`src/hw/rtl/hdit_pkg.sv`:
```
// Shared types and constants of the periodic task slot table.
package hdit_pkg;

  // A tick yields at most this many run results.
  localparam int unsigned MAX_RUNS = 8;
  localparam int unsigned RUN_W    = 4;

  // Depth of the queue between the front and the back end.
  localparam int unsigned QDEPTH = 2;

  typedef enum logic [1:0] {
    OP_TICK = 2'd0,
    OP_REG  = 2'd1,
    OP_REM  = 2'd2,
    OP_NONE = 2'd3
  } op_e;

  typedef enum logic [2:0] {
    ST_RUN         = 3'd0,
    ST_REGISTERED  = 3'd1,
    ST_TABLE_FULL  = 3'd2,
    ST_REMOVED     = 3'd3,
    ST_NOT_FOUND   = 3'd4,
    ST_NOTHING_DUE = 3'd5
  } status_e;

  // One classified input beat as it waits in the queue.
  typedef struct packed {
    op_e         op;
    logic [4:0]  hour;
    logic [4:0]  day;
    logic [7:0]  handle;
    logic [15:0] hour_rate;
    logic [15:0] day_rate;
  } item_t;

  // Contents of one table slot.
  typedef struct packed {
    logic [7:0]  task_id;
    logic [4:0]  last_hour;
    logic [4:0]  last_day;
    logic [15:0] hour_rate;
    logic [15:0] day_rate;
  } slot_t;

  // One result beat.
  typedef struct packed {
    status_e    status;
    logic [7:0] task_id;
    logic [4:0] hour;
    logic [2:0] slot;
    logic       last;
  } res_t;

endpackage

```
`src/hw/rtl/hour_day_interval_task_table.sv`:
```
// Top level of the periodic task slot table.
//
//  Channel | Direction | Handshake              | Beat fields
//  --------+-----------+------------------------+-----------------------------------------
//  in      | input     | in_valid_i, in_stall_o | opcode, current hour/day, handle, rates
//  out     | output    | out_valid_o, out_stall_i | status, task, hour, slot, last flag
//
// An item leaves the queue, has up to SLOTS slots walked in the back end, and then
// hands over its final result. The slot memory has one write and one read port.
// The walk reads one slot per cycle, unless a stalled output holds it.
// Reset clears the slot valid bits at once; the block takes beats right after reset.
// A stalled output holds the walk only when a second result is ready to go out.
// Two queued items let the input side keep accepting while a walk is under way.
module hour_day_interval_task_table import hdit_pkg::*; #(
  parameter int unsigned SLOTS = 8
) (
  input  logic        clk_i,
  input  logic        rst_ni,
  input  logic        in_valid_i,
  output logic        in_stall_o,
  input  logic [1:0]  opcode_i,
  input  logic [4:0]  current_hour_i,
  input  logic [4:0]  current_day_i,
  input  logic [7:0]  task_handle_i,
  input  logic [15:0] hour_interval_i,
  input  logic [15:0] day_interval_i,
  output logic        out_valid_o,
  input  logic        out_stall_i,
  output logic [2:0]  status_o,
  output logic [7:0]  run_task_o,
  output logic [4:0]  run_hour_o,
  output logic [2:0]  slot_index_o,
  output logic        last_result_o
);

  logic  item_valid;
  item_t item;
  logic  pop;

  // Accept and queue.
  hdit_front u_front (
    .clk_i           (clk_i),
    .rst_ni          (rst_ni),
    .in_valid_i      (in_valid_i),
    .in_stall_o      (in_stall_o),
    .opcode_i        (opcode_i),
    .current_hour_i  (current_hour_i),
    .current_day_i   (current_day_i),
    .task_handle_i   (task_handle_i),
    .hour_interval_i (hour_interval_i),
    .day_interval_i  (day_interval_i),
    .item_valid_o    (item_valid),
    .item_o          (item),
    .pop_i           (pop)
  );

  // Walk the table and produce results.
  hdit_back #(
    .SLOTS (SLOTS)
  ) u_back (
    .clk_i         (clk_i),
    .rst_ni        (rst_ni),
    .item_valid_i  (item_valid),
    .item_i        (item),
    .pop_o         (pop),
    .out_valid_o   (out_valid_o),
    .out_stall_i   (out_stall_i),
    .status_o      (status_o),
    .run_task_o    (run_task_o),
    .run_hour_o    (run_hour_o),
    .slot_index_o  (slot_index_o),
    .last_result_o (last_result_o)
  );

endmodule

```
`src/hw/rtl/hdit_front.sv`:
```
// Front end: accepts input beats, drops unused opcodes and queues the rest.
module hdit_front import hdit_pkg::*; (
  input  logic        clk_i,
  input  logic        rst_ni,
  input  logic        in_valid_i,
  output logic        in_stall_o,
  input  logic [1:0]  opcode_i,
  input  logic [4:0]  current_hour_i,
  input  logic [4:0]  current_day_i,
  input  logic [7:0]  task_handle_i,
  input  logic [15:0] hour_interval_i,
  input  logic [15:0] day_interval_i,
  output logic        item_valid_o,
  output item_t       item_o,
  input  logic        pop_i
);

  localparam int unsigned PtrW = $clog2(QDEPTH);
  localparam int unsigned CntW = $clog2(QDEPTH + 1);

  item_t            q_mem [QDEPTH];
  logic [PtrW-1:0]  wr_ptr_q, wr_ptr_d;
  logic [PtrW-1:0]  rd_ptr_q, rd_ptr_d;
  logic [CntW-1:0]  count_q, count_d;
  logic             push, pop;
  item_t            in_item;

  // Classify the incoming beat.
  always_comb begin
    in_item.op        = op_e'(opcode_i);
    in_item.hour      = current_hour_i;
    in_item.day       = current_day_i;
    in_item.handle    = task_handle_i;
    in_item.hour_rate = hour_interval_i;
    in_item.day_rate  = day_interval_i;
  end

  assign in_stall_o   = (count_q == CntW'(QDEPTH));
  assign item_valid_o = (count_q != '0);
  assign item_o       = q_mem[rd_ptr_q];

  // A beat with the unused opcode is taken and then dropped.
  assign push = in_valid_i && !in_stall_o && (in_item.op != OP_NONE);
  assign pop  = pop_i && item_valid_o;

  // Queue pointers and fill count.
  always_comb begin
    wr_ptr_d = wr_ptr_q;
    rd_ptr_d = rd_ptr_q;
    count_d  = count_q;
    if (push) begin
      wr_ptr_d = (wr_ptr_q == PtrW'(QDEPTH - 1)) ? '0 : wr_ptr_q + 1'b1;
    end
    if (pop) begin
      rd_ptr_d = (rd_ptr_q == PtrW'(QDEPTH - 1)) ? '0 : rd_ptr_q + 1'b1;
    end
    if (push && !pop) begin
      count_d = count_q + 1'b1;
    end else if (pop && !push) begin
      count_d = count_q - 1'b1;
    end
  end

  always_ff @(posedge clk_i or negedge rst_ni) begin
    if (!rst_ni) begin
      wr_ptr_q <= '0;
      rd_ptr_q <= '0;
      count_q  <= '0;
    end else begin
      wr_ptr_q <= wr_ptr_d;
      rd_ptr_q <= rd_ptr_d;
      count_q  <= count_d;
    end
  end

  // Queue storage.
  always_ff @(posedge clk_i) begin
    if (push) begin
      q_mem[wr_ptr_q] <= in_item;
    end
  end

endmodule

```
`src/hw/rtl/hdit_back.sv`:
```
// Back end: walks the slot table for each queued item and drives result beats.
module hdit_back import hdit_pkg::*; #(
  parameter int unsigned SLOTS = 8
) (
  input  logic        clk_i,
  input  logic        rst_ni,
  input  logic        item_valid_i,
  input  item_t       item_i,
  output logic        pop_o,
  output logic        out_valid_o,
  input  logic        out_stall_i,
  output logic [2:0]  status_o,
  output logic [7:0]  run_task_o,
  output logic [4:0]  run_hour_o,
  output logic [2:0]  slot_index_o,
  output logic        last_result_o
);

  localparam int unsigned IdxW = (SLOTS > 1) ? $clog2(SLOTS) : 1;

  typedef enum logic [2:0] {
    S_IDLE   = 3'b001,
    S_WALK   = 3'b010,
    S_FINISH = 3'b100
  } state_e;

  state_e            state_q, state_d;
  item_t             item_q, item_d;
  logic [IdxW-1:0]   idx_q, idx_d;
  logic [RUN_W-1:0]  runs_q, runs_d;
  logic              pend_valid_q, pend_valid_d;
  res_t              pend_q, pend_d;
  logic [SLOTS-1:0]  valid_q, valid_d;
  logic              out_valid_q, out_valid_d;
  res_t              out_q, out_d;

  slot_t             mem [SLOTS];
  slot_t             rd_q;
  slot_t             wdata;
  logic              we;

  logic              out_free;
  logic              at_end;
  logic              cur_valid;
  logic [5:0]        dh, dd;
  logic              due;
  logic [2:0]        cur_slot;
  res_t              miss;

  assign out_free  = !out_valid_q || !out_stall_i;
  assign at_end    = (idx_q == IdxW'(SLOTS - 1));
  assign cur_valid = valid_q[idx_q];
  assign cur_slot  = 3'(idx_q);

  // Signed hour and day differences against the slot's rates.
  assign dh  = {1'b0, item_q.hour} - {1'b0, rd_q.last_hour};
  assign dd  = {1'b0, item_q.day} - {1'b0, rd_q.last_day};
  assign due = !dh[5] && ({11'd0, dh[4:0]} >= rd_q.hour_rate) &&
               !dd[5] && ({11'd0, dd[4:0]} >= rd_q.day_rate);

  // Result when the walk found nothing.
  always_comb begin
    miss.task_id = item_q.handle;
    miss.hour    = '0;
    miss.slot    = '0;
    miss.last    = 1'b1;
    unique case (item_q.op)
      OP_TICK: begin
        miss.status  = ST_NOTHING_DUE;
        miss.task_id = '0;
      end
      OP_REG:  miss.status = ST_TABLE_FULL;
      OP_REM:  miss.status = ST_NOT_FOUND;
      default: miss.status = ST_NOT_FOUND;
    endcase
  end

  // Walk sequencer.
  always_comb begin
    state_d      = state_q;
    item_d       = item_q;
    idx_d        = idx_q;
    runs_d       = runs_q;
    pend_valid_d = pend_valid_q;
    pend_d       = pend_q;
    valid_d      = valid_q;
    out_d        = out_q;
    out_valid_d  = out_valid_q && out_stall_i;
    pop_o        = 1'b0;
    we           = 1'b0;
    wdata        = rd_q;

    unique case (state_q)
      S_IDLE: begin
        idx_d = '0;
        if (item_valid_i) begin
          pop_o        = 1'b1;
          item_d       = item_i;
          runs_d       = '0;
          pend_valid_d = 1'b0;
          state_d      = S_WALK;
        end
      end

      S_WALK: begin
        unique case (item_q.op)
          OP_TICK: begin
            if (cur_valid && due) begin
              // The previous run is not the last one; pass it on first.
              if (!pend_valid_q || out_free) begin
                if (pend_valid_q) begin
                  out_d       = pend_q;
                  out_valid_d = 1'b1;
                end
                we              = 1'b1;
                wdata.last_hour = item_q.hour;
                wdata.last_day  = item_q.day;
                pend_valid_d    = 1'b1;
                pend_d.status   = ST_RUN;
                pend_d.task_id  = rd_q.task_id;
                pend_d.hour     = item_q.hour;
                pend_d.slot     = cur_slot;
                pend_d.last     = 1'b0;
                runs_d          = runs_q + 1'b1;
                if (at_end || (runs_q == RUN_W'(MAX_RUNS - 1))) begin
                  state_d = S_FINISH;
                end else begin
                  idx_d = idx_q + 1'b1;
                end
              end
            end else if (at_end) begin
              state_d = S_FINISH;
            end else begin
              idx_d = idx_q + 1'b1;
            end
          end

          OP_REG: begin
            if (!cur_valid) begin
              we              = 1'b1;
              wdata.task_id   = item_q.handle;
              wdata.last_hour = item_q.hour;
              wdata.last_day  = '0;
              wdata.hour_rate = item_q.hour_rate;
              wdata.day_rate  = item_q.day_rate;
              valid_d[idx_q]  = 1'b1;
              pend_valid_d    = 1'b1;
              pend_d.status   = ST_REGISTERED;
              pend_d.task_id  = item_q.handle;
              pend_d.hour     = item_q.hour;
              pend_d.slot     = cur_slot;
              pend_d.last     = 1'b0;
              state_d         = S_FINISH;
            end else if (at_end) begin
              state_d = S_FINISH;
            end else begin
              idx_d = idx_q + 1'b1;
            end
          end

          default: begin
            if (cur_valid && (rd_q.task_id == item_q.handle)) begin
              valid_d[idx_q] = 1'b0;
              pend_valid_d   = 1'b1;
              pend_d.status  = ST_REMOVED;
              pend_d.task_id = item_q.handle;
              pend_d.hour    = '0;
              pend_d.slot    = cur_slot;
              pend_d.last    = 1'b0;
              state_d        = S_FINISH;
            end else if (at_end) begin
              state_d = S_FINISH;
            end else begin
              idx_d = idx_q + 1'b1;
            end
          end
        endcase
      end

      S_FINISH: begin
        // The held result, or the miss result, closes the item.
        if (out_free) begin
          out_d       = pend_valid_q ? pend_q : miss;
          out_d.last  = 1'b1;
          out_valid_d = 1'b1;
          idx_d       = '0;
          state_d     = S_IDLE;
        end
      end

      default: begin
        state_d = S_IDLE;
      end
    endcase
  end

  always_ff @(posedge clk_i or negedge rst_ni) begin
    if (!rst_ni) begin
      state_q      <= S_IDLE;
      idx_q        <= '0;
      runs_q       <= '0;
      pend_valid_q <= 1'b0;
      valid_q      <= '0;
      out_valid_q  <= 1'b0;
    end else begin
      state_q      <= state_d;
      idx_q        <= idx_d;
      runs_q       <= runs_d;
      pend_valid_q <= pend_valid_d;
      valid_q      <= valid_d;
      out_valid_q  <= out_valid_d;
    end
  end

  // Payload registers.
  always_ff @(posedge clk_i) begin
    item_q <= item_d;
    pend_q <= pend_d;
    out_q  <= out_d;
  end

  // Slot memory: one write at the current slot, one registered read.
  always_ff @(posedge clk_i) begin
    if (we) begin
      mem[idx_q] <= wdata;
    end
    rd_q <= mem[idx_d];
  end

  assign out_valid_o   = out_valid_q;
  assign status_o      = out_q.status;
  assign run_task_o    = out_q.task_id;
  assign run_hour_o    = out_q.hour;
  assign slot_index_o  = out_q.slot;
  assign last_result_o = out_q.last;

endmodule

```
`config.mk`:
```
export PLATFORM = sky130hd
export DESIGN_NAME = hour_day_interval_task_table
export DESIGN_NICKNAME = d
export VERILOG_FILES = /design/src/hw/rtl/hdit_pkg.sv /design/src/hw/rtl/hour_day_interval_task_table.sv /design/src/hw/rtl/hdit_front.sv /design/src/hw/rtl/hdit_back.sv
export SDC_FILE = /design/constraint.sdc
export NUM_CORES = 1
export LEC_CHECK = 0
export ABC_AREA = 1
export BUFFER_PORTS_ARGS = -buffer_cell sky130_fd_sc_hd__buf_2
export CAP_MARGIN = 10
export CORE_MARGIN = 2
export CORE_UTILIZATION = 60
export CTS_BUF_LIST = sky130_fd_sc_hd__clkbuf_16
export CTS_CLUSTER_DIAMETER = 60
export CTS_CLUSTER_SIZE = 16
export DETAILED_ROUTE_END_ITERATION = 12
export PLACE_DENSITY = 0.77
export SLEW_MARGIN = 20
export SYNTH_ARGS = -nofsm -noshare
export SYNTH_HDL_FRONTEND = slang
export SYNTH_SLANG_ARGS = --single-unit
```
`constraint.sdc`:
```
create_clock -name clk_i -period 7.4 [get_ports clk_i]
set_input_delay 1.11 -clock clk_i [delete_from_list [all_inputs] [get_ports clk_i]]
set_output_delay 1.11 -clock clk_i [all_outputs]
set_load 0.01 [all_outputs]
```
==> results.md <==
- Largest net degree at the start of global routing: 110
- GR Overflow Total: 0
- Final worst-path cycle share: between 70% and 80%
- Slowest library cell on the worst path: nor3_2
- CP Capture Type: flip-flop
- First-pass GRT wire length: 99.2 mm
- Post-synth cell types: 41
- Synth Flop Type: edfxtp_1
- Post-CTS Setup Bufs: 0
- RSZ-0062 raised after global routing: false
- Avg Vias per Cell: 5.63
- Vias after detailed routing: 18700
- Pre-antenna DRT Iters: 6
- Seq/Total Area, Yosys: 67.9%
- Area of the mapped netlist: about 29000 µm²
- DP HPWL: 35.8 mm
- Yosys Warn Count: 0
- Combinational share of power: 36.7%
- Placed insts: around 3200
- Setup violators final: 0
- Setup CP Type: flip-flop to flip-flop
- Final Slew Violations: 0
- # diodes: 0
- Layout cells sized above 1: 9.68%
- Post-synth EDFFs: 594
- Ys async rst share: 3.59%
- Critical Path RT: 7.68 ns
- Worst-path clk slew: 0.08 ns
- Syn-to-layout area delta: 8.45%
- Internal power: 7.92 mW
- Design Power: 12.8 mW
- Most common cell on crit path: nand2_1
- Final wirelength: 63.2 mm
- Slew headroom: 21.5%
- Iteration-0 DRC Markers: 2320
- Clk sinks: 668
- Initial antenna violation count: 0
- Final min period: 5.29 ns
- Root Buffer: clkbuf_16
- Total negative slack: 0 ns
- Antenna-violating nets left: 0
- Hold Vio Cnt, Final: 0
- Row count: 80
- Routability Congestion: 0.904
- Crit-path cells: inv_1, ha_1, inv_1, fa_1, nand3_1, nand2_1, xor2_1, ha_1, nor3b_1, nand2_1, nand2_1, inv_1, nor2_1, nand3_1, nor2_1, nand2_1, nand2_1, clkinv_1, nor3_2, buf_4
- Hold slack final: ~0.48 ns
- Slew @ Worst Pin: between 1 and 1.5 ns
- Synth area leaders: edfxtp_1 (62%), nand3_1 (7.6%), nand2_1 (7.3%)
- Synth Register Bits: 668
- Net Count, Synth: 2703
- CP Max Fanout: 15
- Clock Tree Buf Depth: 3
- Clock Latency Late Sink: 0.61 ns
- Crit path largest cell delay: approximately 0.92 ns
- Htree depth: 2
- Per-cell routed wire length: 19.1 µm
- Seq pwr share: between 40 and 50%
- Gr usage total: 25.8%
- Max IR drop VDD: around 0.3 mV
- WP buf/inv: 5
- Critical R2R Capture: u_back.mem[5][12]
- Critical path's top delay family: simple AND/OR/NAND/NOR gates
- # fillers: around 3400
- Setup Skew: ~0.025 ns
- Core Area: 47400 µm²
- Final net count: 2740
- R2R Path Start: u_back.item_q[45]
- Worst R2R Setup Slack: 2.11 ns
- Mapped Cells: 2620
- Horiz. Die Dim: between 200 and 250 µm
- Die area: 49500 µm²
- CTS Hold Bufs: 0
- Origin of the worst setup path: u_back.item_q[45]
- DRC errors left: 0
- Syn avg cell area: 10.9 µm²
- PortBufs: 77
- Register-to-Register Path Depth: 20
- Initial core utilization: 60.4%
- Psw: 4.86 mW
- Layout Cells excl Fill: 3312
- Crit path launch type: flip-flop
- Sw Ratio: 38.0%
- Die span in y: 222 µm
- Max-cap violations: 0
- Lkg Pwr: 13.3 nW
- F_max: 189 MHz
- Clock power frac: 19.5%
- Vias in the first global route: between 15000 and 20000
- Number of gates resized after cts: 0
- Status: completed
- Inserted Clock Buffers: 48
- Synth area leader: edfxtp_1
- Top-Level Pins: between 70 and 80
- CTS tree: built
- Yosys top cell area share: 62.3%
- CP arrival: 5.58 ns
- Hold Crit Class: input port to asynchronous set/reset pin
- PwrDens: ~410 nW/µm²
## through the flow
step / area [µm²] / util [%] / setup slack, ns
finish: 31100 / 65.5 / 2.11
global route: 31100 / 65.5 / 1.68
CTS: 31100 / 65.5 / 2.14
detailed placement: 29600 / 62.4 / 2.22
global placement: 29600 / 62.4 / 2.43
floorplan: 28600 / - / 0.655
## registers in the layout (all words and copies together), names as in the netlist, 4 cells and up, named ones only
signal             count
u_back.mem           400
u_back.runs_q          4
u_back.run_hour_o      5
u_back.pend_q         18
u_back.item_q         52
u_back.run_task_o      8
u_back.rd_q           50
u_front.q_mem        104
## power by group through the flow
stage               combinational, mW  clock, mW  sequential [mW]
floorplan                        3.42          0             5.52
finish                           4.69       2.49             5.60
global placement                 4.42          0             5.64
detailed placement               4.61          0             5.67
global route                     5.22       2.65             5.64
CTS                              4.66       2.52             5.59
## logic make-up (layout without fill, tap and decap cells)
logic type | count (synthesis) | count (layout) | share of synthesized area (%)
and+or+nand+nor | 1097 | 1097 | 16.5
AOI/OAI and AO/OA | 107 | 107 | 2.06
xor gates and xnor gates | 20 | 20 | 0.612
muxes | 73 | 73 | 2.87
buffers and inverters | 628 | 705 | 8.84
adders and majority gates | 27 | 27 | 1.23
DFF | 668 | 668 | 67.9
## routing by layer
layer | vias up | routed length, µm | global-route usage, %
met4 | 0 | 2160 | 10.2
met2 | 887 | 30800 | 43.5
met5 | - | 0 | 0
li1 | 8686 | - | -
met3 | 141 | 5460 | 3.98
met1 | 8940 | 24700 | 33.8
## layout by cell type, fill, tap and decap left out, drive strengths merged
master / count
o21bai: 2
o211ai: 7
a31oi: 1
xnor2: 11
nand3: 434
a21oi: 40
nor3b: 2
o31ai: 1
o22ai: 2
dfstp: 1
nand3b: 1
ha: 25
dfxtp: 50
nor2: 81
edfxtp: 594
o21ai: 52
bufinv: 1
o21a: 1
buf: 106
dfrtp: 23
and3: 1
inv: 541
nor3: 14
nand4: 6
clkbuf: 50
nor4: 2
clkinv: 7
nand2: 556
o2111ai: 1
mux2: 73
xor2: 9
fa: 2
## how the worst max path moves through the flow
stage,cells past startpoint,to,slack (ns)
after detailed placement,20,u_back.mem[5][12],2.22
after global placement,20,u_back.mem[5][25],2.43
final,20,u_back.mem[5][12],2.11
after global routing,20,u_back.mem[5][12],1.68
after floorplan,19,u_back.mem[0][0],0.66
after CTS,20,u_back.mem[5][12],2.14
## area by class of cell
| cell class | instances | area (µm²) | share of cell area (%) |
|---|---|---|---|
| Clock inverter | 40 | 199 | 0.640 |
| Multi-Input combinational cell | 1324 | 6780 | 21.8 |
| Inverter | 509 | 1910 | 6.15 |
| Tap cell | 615 | 769 | 2.48 |
| Timing Repair Buffer | 106 | 711 | 2.29 |
| Clock buffer | 50 | 1250 | 4.03 |
| Sequential cell | 668 | 19400 | 62.6 |
## synth_stat cells, types with 3 or more instances
cell type  instances
nor3_1            14
o211ai_1           7
xor2_1             9
nand2_1          555
nor2_1            78
nand4_1            6
nand3_1          434
buf_2             28
inv_1            505
dfxtp_1           50
mux2_2            73
o21ai_1            8
buf_1              7
ha_1              25
o21ai_0           42
buf_4             17
xnor2_1           11
a21oi_1           39
edfxtp_1         594
buf_6             10
nor2_2             3
dfrtp_1           23
clkbuf_1          57
Note: power is estimated with default switching activity, not from simulation.
